## src/rtl/core/adaptive_cruise_accel_controller_defines.svh

```systemverilog
// ----------------------------------------------------------------------------
// Adaptive cruise acceleration controller: assertion macros
// Shorthand for the concurrent checks of the controller, clocked on clk and
// held off while arst_n is low.
// ----------------------------------------------------------------------------
`ifndef ADAPTIVE_CRUISE_ACCEL_CONTROLLER_DEFINES_SVH
`define ADAPTIVE_CRUISE_ACCEL_CONTROLLER_DEFINES_SVH

// same-cycle implication
`define ACAC_ASSERT_IMPLY(lbl, ante, cons) \
	lbl: assert property (@(posedge clk) disable iff (!arst_n) (ante) |-> (cons)) \
		else $error("acac: same-cycle check failed");

// next-cycle implication
`define ACAC_ASSERT_NEXT(lbl, ante, cons) \
	lbl: assert property (@(posedge clk) disable iff (!arst_n) (ante) |=> (cons)) \
		else $error("acac: next-cycle check failed");

`endif

```

## src/rtl/core/acac_pkg.sv

```systemverilog
// ----------------------------------------------------------------------------
// acac_pkg
// Widths, register codes, reset values and word types shared by the
// adaptive cruise acceleration controller.
// ----------------------------------------------------------------------------
package acac_pkg;

	localparam int GAP_W      = 16;
	localparam int SPEED_W    = 14;
	localparam int ACCEL_W    = 13;
	localparam int TTC_W      = 13;
	localparam int GAIN_W     = 8;
	localparam int SGAIN_W    = 9;
	localparam int LIMIT_W    = 12;
	localparam int DEADBAND_W = 11;
	localparam int CFG_DATA_W = 16;
	localparam int CFG_IDX_W  = 3;
	localparam int FRAC_W     = 8;

	localparam int CLOSING_W  = SPEED_W + 1;
	localparam int ERR_W      = GAP_W + 1;
	localparam int SUM_W      = 26;
	localparam int CMD_W      = SUM_W - FRAC_W;
	localparam int NUM_W      = GAP_W + FRAC_W;
	localparam int DIV_STEPS  = NUM_W;
	localparam int STEP_W     = $clog2(DIV_STEPS);

	localparam int DELAY_TICKS_DEF = 3;

	localparam logic [NUM_W-1:0]  TTC_MAX_Q8  = NUM_W'(5120);
	localparam logic [SUM_W-1:0]  ROUND_HALF  = SUM_W'(128);

	localparam logic [GAP_W-1:0]        RST_GAP_SETPOINT = 16'd10240;
	localparam logic [GAIN_W-1:0]       RST_GAP_GAIN     = 8'd38;
	localparam logic [SGAIN_W-1:0]      RST_SPEED_GAIN   = 9'd205;
	localparam logic [LIMIT_W-1:0]      RST_ACCEL_LIMIT  = 12'd768;
	localparam logic [ACCEL_W-1:0]      RST_BRAKE_LIMIT  = 13'h1800;
	localparam logic [LIMIT_W-1:0]      RST_JERK_STEP    = 12'd384;
	localparam logic [TTC_W-1:0]        RST_TTC_LIMIT    = 13'd512;
	localparam logic [DEADBAND_W-1:0]   RST_DEADBAND     = 11'd128;

	typedef enum logic [CFG_IDX_W-1:0] {
		CFG_GAP_SETPOINT = 3'd0,
		CFG_GAP_GAIN     = 3'd1,
		CFG_SPEED_GAIN   = 3'd2,
		CFG_ACCEL_LIMIT  = 3'd3,
		CFG_BRAKE_LIMIT  = 3'd4,
		CFG_JERK_STEP    = 3'd5,
		CFG_TTC_LIMIT    = 3'd6,
		CFG_DEADBAND     = 3'd7
	} cfg_idx_t;

	typedef enum logic [1:0] {
		ST_IDLE,
		ST_RUN,
		ST_CLAMP,
		ST_FINISH
	} state_t;

	typedef struct packed {
		logic [GAP_W-1:0]   gap_distance;
		logic [SPEED_W-1:0] ego_speed;
		logic [SPEED_W-1:0] lead_speed;
	} item_t;

	typedef struct packed {
		logic signed [ACCEL_W-1:0] accel_out;
		logic [TTC_W-1:0]          ttc_value;
		logic                      ttc_valid;
		logic                      emergency;
	} result_t;

	// control for the two bit-serial units
	typedef struct packed {
		logic              start;
		logic              step;
		logic [STEP_W-1:0] idx;
	} seq_ctl_t;

	// control for the limiter
	typedef struct packed {
		logic clamp;
		logic commit;
	} lim_ctl_t;

endpackage

```

## src/rtl/core/acac_serial_mac.sv

```systemverilog
// ----------------------------------------------------------------------------
// acac_serial_mac
// Bit-serial PD sum: gap_gain*err - speed_gain*closing + 128, one gain bit
// per cycle, gap gain bits first, then speed gain bits.
// ----------------------------------------------------------------------------
module acac_serial_mac (
	input  logic                                    clk,
	input  acac_pkg::seq_ctl_t                      ctl,
	input  logic signed [acac_pkg::ERR_W-1:0]       gap_err,
	input  logic signed [acac_pkg::CLOSING_W-1:0]   closing,
	input  logic [acac_pkg::GAIN_W-1:0]             gap_gain,
	input  logic [acac_pkg::SGAIN_W-1:0]            speed_gain,
	output logic signed [acac_pkg::SUM_W-1:0]       sum
);

	localparam int MB_W = acac_pkg::GAIN_W + acac_pkg::SGAIN_W;

	logic [MB_W-1:0]                         mb_q;
	logic signed [acac_pkg::SUM_W-1:0]       md_q;
	logic signed [acac_pkg::SUM_W-1:0]       acc_q;
	logic signed [acac_pkg::CLOSING_W-1:0]   nc_q;
	logic signed [acac_pkg::SUM_W-1:0]       addend;
	logic signed [acac_pkg::SUM_W-1:0]       nc_ext;

	assign addend = mb_q[0] ? md_q : '0;
	assign nc_ext = {{(acac_pkg::SUM_W-acac_pkg::CLOSING_W){nc_q[acac_pkg::CLOSING_W-1]}}, nc_q};
	assign sum    = acc_q;

	always_ff @(posedge clk) begin
		if (ctl.start) begin
			mb_q  <= {speed_gain, gap_gain};
			md_q  <= {{(acac_pkg::SUM_W-acac_pkg::ERR_W){gap_err[acac_pkg::ERR_W-1]}}, gap_err};
			nc_q  <= -closing;
			acc_q <= acac_pkg::ROUND_HALF;
		end else if (ctl.step) begin
			acc_q <= acc_q + addend;
			mb_q  <= mb_q >> 1;
			// after the last gap gain bit switch to the negated closing speed
			if (ctl.idx == acac_pkg::STEP_W'(acac_pkg::GAIN_W - 1)) begin
				md_q <= nc_ext;
			end else begin
				md_q <= md_q <<< 1;
			end
		end
	end

endmodule

```

## src/rtl/core/acac_serial_div.sv

```systemverilog
// ----------------------------------------------------------------------------
// acac_serial_div
// Restoring divider for gap*256 / closing, one quotient bit per cycle.
// Gives the full quotient and whether the remainder is zero.
// ----------------------------------------------------------------------------
module acac_serial_div (
	input  logic                                clk,
	input  acac_pkg::seq_ctl_t                  ctl,
	input  logic [acac_pkg::GAP_W-1:0]          gap,
	input  logic [acac_pkg::SPEED_W-1:0]        divisor,
	output logic [acac_pkg::NUM_W-1:0]          quot,
	output logic                                rem_zero
);

	logic [acac_pkg::NUM_W-1:0]   dsh_q;
	logic [acac_pkg::NUM_W-1:0]   quot_q;
	logic [acac_pkg::SPEED_W-1:0] dvs_q;
	logic [acac_pkg::SPEED_W-1:0] rem_q;
	logic [acac_pkg::SPEED_W:0]   trial;
	logic [acac_pkg::SPEED_W:0]   diff;
	logic                         fits;

	assign trial    = {rem_q, dsh_q[acac_pkg::NUM_W-1]};
	assign fits     = trial >= {1'b0, dvs_q};
	assign diff     = trial - {1'b0, dvs_q};
	assign quot     = quot_q;
	assign rem_zero = rem_q == '0;

	always_ff @(posedge clk) begin
		if (ctl.start) begin
			dsh_q  <= {gap, acac_pkg::FRAC_W'(0)};
			dvs_q  <= divisor;
			rem_q  <= '0;
			quot_q <= '0;
		end else if (ctl.step) begin
			dsh_q  <= dsh_q << 1;
			rem_q  <= fits ? diff[acac_pkg::SPEED_W-1:0] : trial[acac_pkg::SPEED_W-1:0];
			quot_q <= {quot_q[acac_pkg::NUM_W-2:0], fits};
		end
	end

endmodule

```

## src/rtl/core/acac_limiter.sv

```systemverilog
// ----------------------------------------------------------------------------
// acac_limiter
// Rounds and clamps the PD command, runs it through the command delay line
// and limits its change against the last acceleration.
// ----------------------------------------------------------------------------
module acac_limiter #(
	parameter int DELAY_TICKS = acac_pkg::DELAY_TICKS_DEF
) (
	input  logic                                  clk,
	input  logic                                  arst_n,
	input  acac_pkg::lim_ctl_t                    ctl,
	input  logic signed [acac_pkg::SUM_W-1:0]     sum,
	input  logic                                  emergency,
	input  logic signed [acac_pkg::ACCEL_W-1:0]   brake_limit,
	input  logic [acac_pkg::LIMIT_W-1:0]          accel_limit,
	input  logic [acac_pkg::LIMIT_W-1:0]          jerk_step,
	output logic signed [acac_pkg::ACCEL_W-1:0]   accel
);

	localparam int CMD_W = acac_pkg::CMD_W;
	localparam int JRK_W = acac_pkg::ACCEL_W + 1;

	logic signed [CMD_W-1:0]             cmd;
	logic signed [CMD_W-1:0]             brk_ext;
	logic signed [CMD_W-1:0]             acl_ext;
	logic signed [CMD_W-1:0]             c_emer;
	logic signed [CMD_W-1:0]             c_low;
	logic signed [CMD_W-1:0]             c_high;
	logic signed [acac_pkg::ACCEL_W-1:0] cmd_q;
	logic signed [acac_pkg::ACCEL_W-1:0] delayed;
	logic signed [acac_pkg::ACCEL_W-1:0] last_q;
	logic signed [JRK_W-1:0]             lo;
	logic signed [JRK_W-1:0]             hi;
	logic signed [JRK_W-1:0]             d_ext;
	logic signed [JRK_W-1:0]             limited;

	// floor shift into signed Q10.8
	assign cmd     = sum[acac_pkg::SUM_W-1:acac_pkg::FRAC_W];
	assign brk_ext = {{(CMD_W-acac_pkg::ACCEL_W){brake_limit[acac_pkg::ACCEL_W-1]}}, brake_limit};
	assign acl_ext = {{(CMD_W-acac_pkg::LIMIT_W){1'b0}}, accel_limit};

	// brake floor first, accel ceiling last so it wins on crossed limits
	always_comb begin
		c_emer = emergency ? brk_ext : cmd;
		c_low  = (c_emer < brk_ext) ? brk_ext : c_emer;
		c_high = (c_low > acl_ext) ? acl_ext : c_low;
	end

	always_ff @(posedge clk) begin
		if (ctl.clamp) begin
			cmd_q <= c_high[acac_pkg::ACCEL_W-1:0];
		end
	end

	generate
		if (DELAY_TICKS == 0) begin : g_no_delay
			assign delayed = cmd_q;
		end else begin : g_delay
			logic signed [acac_pkg::ACCEL_W-1:0] line_q [DELAY_TICKS];

			always_ff @(posedge clk or negedge arst_n) begin
				if (!arst_n) begin
					for (int i = 0; i < DELAY_TICKS; i++) begin
						line_q[i] <= '0;
					end
				end else if (ctl.commit) begin
					line_q[0] <= cmd_q;
					for (int i = 1; i < DELAY_TICKS; i++) begin
						line_q[i] <= line_q[i-1];
					end
				end
			end

			assign delayed = line_q[DELAY_TICKS-1];
		end
	endgenerate

	assign lo    = {last_q[acac_pkg::ACCEL_W-1], last_q} - {2'b00, jerk_step};
	assign hi    = {last_q[acac_pkg::ACCEL_W-1], last_q} + {2'b00, jerk_step};
	assign d_ext = {delayed[acac_pkg::ACCEL_W-1], delayed};

	always_comb begin
		if (d_ext < lo) begin
			limited = lo;
		end else if (d_ext > hi) begin
			limited = hi;
		end else begin
			limited = d_ext;
		end
	end

	// result lies between last and delayed, so it fits the output width
	assign accel = limited[acac_pkg::ACCEL_W-1:0];

	always_ff @(posedge clk or negedge arst_n) begin
		if (!arst_n) begin
			last_q <= '0;
		end else if (ctl.commit) begin
			last_q <= accel;
		end
	end

endmodule

```

## src/rtl/core/adaptive_cruise_accel_controller.sv

```systemverilog
// ----------------------------------------------------------------------------
// adaptive_cruise_accel_controller
// Per-tick acceleration command with PD gap control, TTC emergency braking,
// command delay and jerk limiting.
// ----------------------------------------------------------------------------
// One word per control tick passes from acceptance to the result register
// through the idle state that accepts it, the run state of the bit-serial
// divider (one quotient bit of gap*256/closing per cycle, the PD sum
// accumulating one gain bit per cycle beside it), a clamp state and a finish
// state that commits the delayed, jerk-limited command. item_stall is high in
// the run, clamp and finish states. The result sits in an output register, so
// the next word is taken while an earlier result still waits on result_stall;
// a finished word waits in the finish state until that register is free.
// Configuration writes take effect at once and belong between words.
// ----------------------------------------------------------------------------
`include "adaptive_cruise_accel_controller_defines.svh"

module adaptive_cruise_accel_controller #(
	parameter int DELAY_TICKS = acac_pkg::DELAY_TICKS_DEF
) (
	input  logic                                  clk,
	input  logic                                  arst_n,
	input  logic                                  item_valid,
	output logic                                  item_stall,
	input  acac_pkg::item_t                       item,
	output logic                                  result_valid,
	input  logic                                  result_stall,
	output acac_pkg::result_t                     result,
	input  logic                                  cfg_write,
	input  logic [acac_pkg::CFG_IDX_W-1:0]        cfg_index,
	input  logic [acac_pkg::CFG_DATA_W-1:0]       cfg_data
);

	localparam logic [acac_pkg::STEP_W-1:0] LAST_STEP = acac_pkg::STEP_W'(acac_pkg::DIV_STEPS - 1);

	// configuration
	logic [acac_pkg::GAP_W-1:0]          gap_setpoint_q;
	logic [acac_pkg::GAIN_W-1:0]         gap_gain_q;
	logic [acac_pkg::SGAIN_W-1:0]        speed_gain_q;
	logic [acac_pkg::LIMIT_W-1:0]        accel_limit_q;
	logic signed [acac_pkg::ACCEL_W-1:0] brake_limit_q;
	logic [acac_pkg::LIMIT_W-1:0]        jerk_step_q;
	logic [acac_pkg::TTC_W-1:0]          ttc_limit_q;
	logic [acac_pkg::DEADBAND_W-1:0]     deadband_q;

	acac_pkg::state_t                    state_q;
	acac_pkg::state_t                    state_d;
	logic [acac_pkg::STEP_W-1:0]         step_q;
	logic                                closing_gt_q;
	logic                                result_valid_q;
	acac_pkg::result_t                   result_q;

	acac_pkg::seq_ctl_t                  seq_ctl;
	acac_pkg::lim_ctl_t                  lim_ctl;
	logic                                accept;
	logic                                out_free;

	logic signed [acac_pkg::CLOSING_W-1:0] closing;
	logic signed [acac_pkg::ERR_W-1:0]     gap_err;
	logic signed [acac_pkg::SUM_W-1:0]     pd_sum;
	logic [acac_pkg::NUM_W-1:0]            quot;
	logic                                  rem_zero;
	logic                                  emer;
	logic                                  ttc_ok;
	logic signed [acac_pkg::ACCEL_W-1:0]   accel;

	assign accept   = item_valid && !item_stall;
	assign out_free = !result_valid_q || !result_stall;

	assign closing = $signed({1'b0, item.ego_speed}) - $signed({1'b0, item.lead_speed});
	assign gap_err = $signed({1'b0, item.gap_distance}) - $signed({1'b0, gap_setpoint_q});

	// TTC compares done on the floored quotient
	assign emer   = closing_gt_q &&
		(quot < {{(acac_pkg::NUM_W-acac_pkg::TTC_W){1'b0}}, ttc_limit_q});
	assign ttc_ok = closing_gt_q && ((quot < acac_pkg::TTC_MAX_Q8) ||
		((quot == acac_pkg::TTC_MAX_Q8) && rem_zero));

	always_ff @(posedge clk or negedge arst_n) begin
		if (!arst_n) begin
			gap_setpoint_q <= acac_pkg::RST_GAP_SETPOINT;
			gap_gain_q     <= acac_pkg::RST_GAP_GAIN;
			speed_gain_q   <= acac_pkg::RST_SPEED_GAIN;
			accel_limit_q  <= acac_pkg::RST_ACCEL_LIMIT;
			brake_limit_q  <= acac_pkg::RST_BRAKE_LIMIT;
			jerk_step_q    <= acac_pkg::RST_JERK_STEP;
			ttc_limit_q    <= acac_pkg::RST_TTC_LIMIT;
			deadband_q     <= acac_pkg::RST_DEADBAND;
		end else if (cfg_write) begin
			case (acac_pkg::cfg_idx_t'(cfg_index))
				acac_pkg::CFG_GAP_SETPOINT: gap_setpoint_q <= cfg_data[acac_pkg::GAP_W-1:0];
				acac_pkg::CFG_GAP_GAIN:     gap_gain_q     <= cfg_data[acac_pkg::GAIN_W-1:0];
				acac_pkg::CFG_SPEED_GAIN:   speed_gain_q   <= cfg_data[acac_pkg::SGAIN_W-1:0];
				acac_pkg::CFG_ACCEL_LIMIT:  accel_limit_q  <= cfg_data[acac_pkg::LIMIT_W-1:0];
				acac_pkg::CFG_BRAKE_LIMIT:  brake_limit_q  <= cfg_data[acac_pkg::ACCEL_W-1:0];
				acac_pkg::CFG_JERK_STEP:    jerk_step_q    <= cfg_data[acac_pkg::LIMIT_W-1:0];
				acac_pkg::CFG_TTC_LIMIT:    ttc_limit_q    <= cfg_data[acac_pkg::TTC_W-1:0];
				acac_pkg::CFG_DEADBAND:     deadband_q     <= cfg_data[acac_pkg::DEADBAND_W-1:0];
				default: begin
				end
			endcase
		end
	end

	always_ff @(posedge clk or negedge arst_n) begin
		if (!arst_n) begin
			state_q <= acac_pkg::ST_IDLE;
			step_q  <= '0;
		end else begin
			state_q <= state_d;
			if (accept) begin
				step_q <= '0;
			end else if (seq_ctl.step) begin
				step_q <= step_q + 1'b1;
			end
		end
	end

	always_ff @(posedge clk) begin
		if (accept) begin
			closing_gt_q <= closing > $signed({4'b0000, deadband_q});
		end
	end

	always_comb begin
		state_d        = state_q;
		item_stall     = 1'b1;
		seq_ctl.start  = 1'b0;
		seq_ctl.step   = 1'b0;
		seq_ctl.idx    = step_q;
		lim_ctl.clamp  = 1'b0;
		lim_ctl.commit = 1'b0;
		case (state_q)
			acac_pkg::ST_IDLE: begin
				item_stall    = 1'b0;
				seq_ctl.start = item_valid;
				if (item_valid) begin
					state_d = acac_pkg::ST_RUN;
				end
			end
			acac_pkg::ST_RUN: begin
				seq_ctl.step = 1'b1;
				if (step_q == LAST_STEP) begin
					state_d = acac_pkg::ST_CLAMP;
				end
			end
			acac_pkg::ST_CLAMP: begin
				lim_ctl.clamp = 1'b1;
				state_d       = acac_pkg::ST_FINISH;
			end
			acac_pkg::ST_FINISH: begin
				if (out_free) begin
					lim_ctl.commit = 1'b1;
					state_d        = acac_pkg::ST_IDLE;
				end
			end
			default: begin
				state_d = acac_pkg::ST_IDLE;
			end
		endcase
	end

	acac_serial_mac u_mac (
		.clk        (clk),
		.ctl        (seq_ctl),
		.gap_err    (gap_err),
		.closing    (closing),
		.gap_gain   (gap_gain_q),
		.speed_gain (speed_gain_q),
		.sum        (pd_sum)
	);

	acac_serial_div u_div (
		.clk      (clk),
		.ctl      (seq_ctl),
		.gap      (item.gap_distance),
		.divisor  (closing[acac_pkg::SPEED_W-1:0]),
		.quot     (quot),
		.rem_zero (rem_zero)
	);

	acac_limiter #(
		.DELAY_TICKS (DELAY_TICKS)
	) u_limiter (
		.clk         (clk),
		.arst_n      (arst_n),
		.ctl         (lim_ctl),
		.sum         (pd_sum),
		.emergency   (emer),
		.brake_limit (brake_limit_q),
		.accel_limit (accel_limit_q),
		.jerk_step   (jerk_step_q),
		.accel       (accel)
	);

	// output word register
	always_ff @(posedge clk or negedge arst_n) begin
		if (!arst_n) begin
			result_valid_q <= 1'b0;
		end else if (lim_ctl.commit) begin
			result_valid_q <= 1'b1;
		end else if (!result_stall) begin
			result_valid_q <= 1'b0;
		end
	end

	always_ff @(posedge clk) begin
		if (lim_ctl.commit) begin
			result_q.accel_out <= accel;
			result_q.ttc_value <= ttc_ok ? quot[acac_pkg::TTC_W-1:0] : '0;
			result_q.ttc_valid <= ttc_ok;
			result_q.emergency <= emer;
		end
	end

	assign result_valid = result_valid_q;
	assign result       = result_q;

	`ACAC_ASSERT_NEXT(a_accept_starts_run, accept, state_q == acac_pkg::ST_RUN)
	`ACAC_ASSERT_NEXT(a_commit_shows_word, lim_ctl.commit, result_valid_q && (state_q == acac_pkg::ST_IDLE))
	`ACAC_ASSERT_IMPLY(a_ttc_zero_when_invalid, result_valid_q && !result_q.ttc_valid, result_q.ttc_value == '0)
	`ACAC_ASSERT_IMPLY(a_ttc_in_range, result_valid_q && result_q.ttc_valid, result_q.ttc_value <= acac_pkg::TTC_MAX_Q8[acac_pkg::TTC_W-1:0])

endmodule

```

## config.mk

```make
export PLATFORM = sky130hd
export DESIGN_NAME = adaptive_cruise_accel_controller
export DESIGN_NICKNAME = d
export VERILOG_FILES = /design/src/rtl/core/acac_pkg.sv /design/src/rtl/core/acac_serial_mac.sv /design/src/rtl/core/acac_serial_div.sv /design/src/rtl/core/acac_limiter.sv /design/src/rtl/core/adaptive_cruise_accel_controller.sv
export VERILOG_INCLUDE_DIRS = /design/src /design/src/rtl/core
export SDC_FILE = /design/constraint.sdc
export NUM_CORES = 1
export LEC_CHECK = 0
export CORE_MARGIN = 8
export CORE_UTILIZATION = 47
export CTS_CLUSTER_DIAMETER = 80
export DETAILED_ROUTE_END_ITERATION = 16
export DONT_BUFFER_PORTS = 1
export PLACE_DENSITY = 0.61
export SYNTH_ARGS = -nofsm -noshare
export SYNTH_HDL_FRONTEND = slang
export SYNTH_SLANG_ARGS = --single-unit
```

## constraint.sdc

```tcl
create_clock -name clk -period 12 [get_ports clk]
set_clock_uncertainty 0.2 [all_clocks]
set_input_delay 2.4 -clock clk [delete_from_list [all_inputs] [get_ports clk]]
set_output_delay 2.4 -clock clk [all_outputs]
set_load 0.02 [all_outputs]
```

## Word-level counts from Yosys, hierarchy flattened

Index checks and enable logic that the tools add are counted.

| storage, ports and cells | value |
|---|---|
| register bits | 348 |
| bits in latches | 0 |
| RAM bits | 0 |
| ROM bits | 0 |
| input bits | 68 |
| output and inout port bits | 30 |
| logic and storage cells | 113 |
| memories | 0 |

| cells by class | value |
|---|---|
| $add $sub $neg | 8 |
| multiply operators | 0 |
| divide/modulo/power cells | 0 |
| $lt $le $gt $ge | 8 |
| eq/ne operators | 17 |
| shift-type cells | 0 |
| multiplexer cells | 28 |
| bitwise logic cells | 0 |
| reduce and logical (&&, ||, !) cells | 22 |

Operator list:

| kind | number |
|---|---|
| 2-to-1 mux 26 bit | 4 |
| 2-to-1 mux 24 bit | 2 |
| 2-to-1 mux 18 bit | 2 |
| 2-to-1 mux 17 bit | 2 |
| adder 26 bit | 1 |
| 2-to-1 mux 13 bit | 2 |
| == test 24 x 13 -> 1 bit, second input constant | 1 |
| less-than comparator 24 x 13 -> 1 bit | 1 |
| less-than comparator 24 x 13 -> 1 bit, second input constant | 1 |
| > comparator 18 x 13 -> 1 bit | 1 |
| less-than comparator 18 x 13 -> 1 bit | 1 |
| subtractor 16 x 16 -> 17 bit | 1 |
| AND reduction 2 bit | 8 |
| >= comparator 15 x 14 -> 1 bit | 1 |
| > comparator 15 x 12 -> 1 bit | 1 |
| negator 15 bit | 1 |
| subtractor 14 x 14 -> 15 bit | 1 |
| adder 13 x 13 -> 14 bit | 1 |
| > comparator 13 x 14 -> 1 bit | 1 |
| zero test 14 bit | 1 |
| less-than comparator 13 x 14 -> 1 bit | 1 |
| 2-to-1 mux 14 bit | 1 |
| subtractor 13 x 13 -> 14 bit | 1 |
| subtractor 14 bit | 1 |
| other kinds (22) | 45 |

## Depth between registers and ports, before layout

| depth | value |
|---|---|
| word-level depth | 7 |
| depth in mapped cells | 32 |
| gate-level depth less buffers | 29 |

## Modules after synthesis

Synthesis repeated with hierarchy kept, for this count alone.

| unflattened totals | value |
|---|---|
| cell total of the unflattened synthesis | 2,075 |
| area, all modules | 21,556.9 um^2 |

By module, submodules not included:

| module | instances | cells an instance | area each (um^2) | sequential area each (um^2) |
|---|---|---|---|---|
| adaptive_cruise_accel_controller | 1 | 598 | 6,970.4 | 3,445.8 |
| acac_limiter | 1 | 632 | 5,921.9 | 1,691.6 |
| acac_serial_mac | 1 | 518 | 5,076.1 | 2,262.2 |
| acac_serial_div | 1 | 327 | 3,588.4 | 1,661.6 |

## Worst setup path before layout

OpenSTA, ideal clock, no wires.

| timing path | value |
|---|---|
| path kind | register to register |
| start | reg u_div.quot_q (netlist bit u_div.quot[18]) |
| end | reg u_limiter.cmd_q[10] in the netlist's numbering (data pin) |
| setup time | 0.260 ns |
| data arrival time | 5.707 ns |
| data required time | 11.540 ns |
| path slack | 5.832 ns |
| stages on the path, launching flop included | 29 |
| path buffers | 3 |
| clock period less this slack | 6.168 ns |
| cells stage by stage | dfxtp_1 > or4_1 > nor4_1 > nor2_1 > o31ai_4 > clkbuf_1 > nand2_1 > o21ai_0 > ha_1 > a21oi_1 > nor2_1 > a2111oi_0 > nor2_1 > o21ai_0 > nand3_1 > o211ai_4 > buf_6 > mux2_2 > ha_1 > a21o_1 > a21o_1 > a211oi_1 > o21ai_0 > nand4_1 > and2_0 > a31oi_1 > mux2_4 > buf_6 > mux2_4 |

| between the ends | value |
|---|---|
| cells in the longest elaborated chain, start to end | 7 |

RTL lines:

| item | RTL line | RTL |
|---|---|---|
| start, declared | acac_serial_div.sv:16 | `logic [acac_pkg::NUM_W-1:0] quot_q;` |
| start signal, assigned | acac_serial_div.sv:38 | `quot_q <= {quot_q[acac_pkg::NUM_W-2:0], fits};` |
| less-than comparator 24 x 13 -> 1 bit (*) | adaptive_cruise_accel_controller.sv:75 | `(quot < {{(acac_pkg::NUM_W-acac_pkg::TTC_W){1'b0}}, ttc_limit_q});` |
| logical AND 1 bit (*) | adaptive_cruise_accel_controller.sv:74 | `assign emer = closing_gt_q &&` |
| 2-to-1 mux 18 bit (*) | acac_limiter.sv:44 | `c_emer = emergency ? brk_ext : cmd;` |
| less-than comparator 18 x 13 -> 1 bit | acac_limiter.sv:45 | `c_low = (c_emer < brk_ext) ? brk_ext : c_emer;` |
| 2-to-1 mux 18 bit (*) | acac_limiter.sv:45 |  |
| > comparator 18 x 13 -> 1 bit | acac_limiter.sv:46 | `c_high = (c_low > acl_ext) ? acl_ext : c_low;` |
| 2-to-1 mux 12 bit (*) | acac_limiter.sv:46 |  |
| net u_limiter.c_high[10] | acac_limiter.sv:28 | `logic signed [CMD_W-1:0] c_high;` |
| end signal, assigned | acac_limiter.sv:51 | `cmd_q <= c_high[acac_pkg::ACCEL_W-1:0];` |
| end, declared | acac_limiter.sv:29 | `logic signed [acac_pkg::ACCEL_W-1:0] cmd_q;` |

The timed path passes the listed nets; every way through them passes the cells marked *.
A chain may end at the register's enable or synchronous reset.

## Worst setup path after layout

| timing path | value |
|---|---|
| start | reg u_div.quot_q (netlist bit u_div.quot[2]) |
| end | reg u_limiter.cmd_q[2] in the netlist's numbering (data pin) |

Same word-level chain as after synthesis.

==> results.md <==
* Status: complete, no violations
* Initial antenna violation count at 3
* Setup Total Neg Slack at 0 ns
* Hold Crit Depth at 2
* Grt ovf at 0
* Non-filler cells, final at 2,705
* First-pass GRT wire length at 79,900 microns
* Die footprint at 50,400 sq um
* Worst setup path startpoint: u_div.quot[2]
* DRC viols at 0
* Worst slew pin tran at 1.14 ns
* Post-Synth Adder-Cell Area at 11.6%
* Initial Utilization at 47.5%
* Layout cells sized above 1 at 10.8%
* Avg Cell Area, Syn at 9.74 sq um
* # setup viols final at 0
* PostCTS Resize Cnt at 0
* Max Root-Sink Buffers at 3
* CP Launch Type: register
* Synth warnings at 0
* Multi-input logic area at 10,500 sq um
* Slowest cell delay on critical path at 0.49 ns
* Hold buffers post-CTS at 0
* Core area at 43,000 sq um
* Register Area at 9030 sq um
* Min Tclk post-route at 7.05 ns
* Slew headroom at 23.7%
* Max Cap Viol at 0
* Cts bufs inserted at 41
* DR pass1 iterations at 5
* Mapped Area at 20,400 sq um
* Fin. Hold Viols at 0
* Sequential area share after synthesis at 44.2%
* CP dominant cell by count: o21ai_0
* Asr flop ratio synth at 44.4%
* Post-synthesis mux area share at 9.00%
* Antenna viol nets, final at 0
* Max Slew Vio Count at 0
* Clk Latency, worst-skew pair at 0.56 ns
* CTS H-tree lvls at 2
* Chip height at 224 microns
* Post-synth top flop: dfrtp_1
* Worst Reg2Reg Path Length in Cells at 29
* RSZ-0062 raised after global routing: no
* Num rows at 76
* Total I/O pin count at 98
* Syn_nets at 2,349
* Clock tree sinks at 347
* Nets at 2,339
* Commonest cells after routing, fill and taps aside: nand2_1 (320), ha_1 (178), inv_1 (158), nor2_1 (148), dfrtp_1 (136)
* Worst r2r src: u_div.quot[2]
* Critical path peak fanout at 33
* Simple-gate share of the synthesized area at 15.2%
* Clk root buf: clkbuf_16
* Max Freq at 0.142 GHz
* RR Endpoint: u_limiter.cmd_q[2]
* Leakage at 9.96 nW
* Yosys reg bits at 347
* Setup CP Type: register to register
* End point of the critical path: u_limiter.cmd_q[2]
* Fillers at 3,978
* Netlist cell types at 75
* Routability cong. at 0.904
* Starting DRC count in detailed routing at 854
* P&R area growth vs syn at 9.50%
* XOR/XNOR share of the synthesized area at 3.52%
* Critical path's slowest cell: o211ai_4
* Hold/Removal Path Class: register to register
* CTS tree: done
* DP HPWL at 34,700 microns
* Final WL at 49,200 microns
* Largest family of logic cells by synthesized area: simple AND/OR/NAND/NOR gates
* Number of global-route vias before repair at 14,703
* Placed insts at 2,628
* Clock transition at path regs at 0.06 ns
* Reg2reg setup slack at 4.95 ns
* EDFF count, synth at 129
* Part of the cycle the worst path needs at 58.7%
* Worst Path Required at 12.11 ns
* Crit path DAT at 7.15 ns
* Peak VDD IR at 129 uV
* Commonest non-fill, non-tap cell in the layout: nand2_1
* Drt via density at 5.39
* Largest net degree at the start of global routing at 155
* Compound-gate portion of the synthesized area at 12.2%
* Drt wl/cell at 18.2 microns
* Number of post-CTS setup repair buffers at 0
* Power per cell area at 286 nW/um^2
* Vias post-DR at 14,582
* Syn Inst Count at 2,096
* Width of the die at 224 microns
* CP Capture Type: register
* Port buffer count at 0
* All-Layer GR Usage at 19.7%
==> cell usage after synthesis, types with 10 or more instances <==
library cell,n,share of area (%)
nand4_1,17,0.52
nor4_1,12,0.37
dfxtp_1,64,6.3
o21a_1,22,0.81
a21oi_1,113,2.8
nand3_1,24,0.59
and3_1,11,0.34
mux2i_1,56,2.7
and2_1,44,1.3
ha_1,179,11
o21ai_0,133,3.3
xnor2_1,52,2.2
dfstp_2,18,2.3
nand2b_1,22,0.67
mux2_2,100,5.5
xor2_1,30,1.3
a31oi_1,15,0.46
dfrtp_1,136,17
nor2_1,148,2.7
nor2b_1,25,0.77
a21o_1,34,1.3
nand2_1,321,5.9
nor3_1,33,0.81
buf_1,18,0.33
mux2_4,10,0.74
a211oi_1,14,0.51
clkbuf_1,45,0.83
inv_1,159,2.9
edfxtp_1,129,19
==> worst max-delay path, delay by kind of cell, from the launching register on <==
kind	cells	cell delay [ns]
simple gates	7	0.98
compound gates	15	2.97
mux	3	1.14
fa+ha+maj	3	0.82
buf+inv	1	0.24
flops	1	0.42
==> worst min path at each step <==
stage / from / to / slack (ns)
after floorplan: u_limiter.cmd_q[0] / u_limiter.g_delay.line_q[26] / 0.21
final: u_limiter.cmd_q[11] / u_limiter.g_delay.line_q[37] / 0.25
after global routing: u_limiter.cmd_q[6] / u_limiter.g_delay.line_q[32] / 0.28
after global placement: u_limiter.cmd_q[11] / u_limiter.g_delay.line_q[37] / 0.24
after CTS: u_limiter.cmd_q[11] / u_limiter.g_delay.line_q[37] / 0.25
after detailed placement: u_limiter.cmd_q[11] / u_limiter.g_delay.line_q[37] / 0.23
==> layer usage <==
layer	vias to the layer above	wire length [microns]	global-route usage, %
met4	0	1450	6.79
met1	6979	21800	24.8
met3	74	2160	3.50
met5	-	0	0
met2	245	23800	33.8
li1	7284	-	-
==> flip-flops by register name, summed over array words and instances (netlist names), 14 cells and up <==
name	count
u_mac.nc_q	14
u_div.rem_q	14
gap_setpoint_q	16
result	28
u_div.dsh_q	16
u_mac.mb_q	17
u_mac.sum	26
u_div.quot	24
u_div.dvs_q	14
u_mac.md_q	26
u_limiter.g_delay.line_q	26
==> metrics by stage <==
stage	hold slack [ns]	instance area, sq um	power, W	util (%)	worst slack (ns)
5_1_grt	0.276	22400	0.00693	52.0	4.39
3_3_place_gp	0.237	21000	0.00510	48.9	5.23
4_1_cts	0.247	22400	0.00645	52.0	5.00
2_1_floorplan	0.215	20400	0.00448	-	5.83
6_report	0.246	22400	0.00640	52.0	4.95
3_5_place_dp	0.231	21000	0.00518	48.9	5.06
==> cells by family (layout without fill, tap and decap cells) <==
group / after synthesis / in the layout
DFF: 347 / 347
AOI/OAI and AO/OA: 400 / 400
buffers and inverters: 229 / 252
other: 0 / 1
xor gates and xnor gates: 82 / 82
and+or+nand+nor: 687 / 687
adders and majority gates: 185 / 185
muxes: 166 / 166
==> final cells by class <==
cell class	instances	share of cell area, %
multi-input cells	1520	47.1
flip-flops and latches	347	40.4
clock buffers	63	5.51
well taps	585	3.27
inverters	161	2.72
repair buffers	15	0.504
clock inverters	13	0.459
diodes	1	0.0112
==> where the power goes <==
group	internal [W]	switching, W
registers	0.00181	0.000319
clock network	0.000731	0.000497
logic	0.00131	0.00173
total	0.00385	0.00255
(Power assumes the default switching activity.)
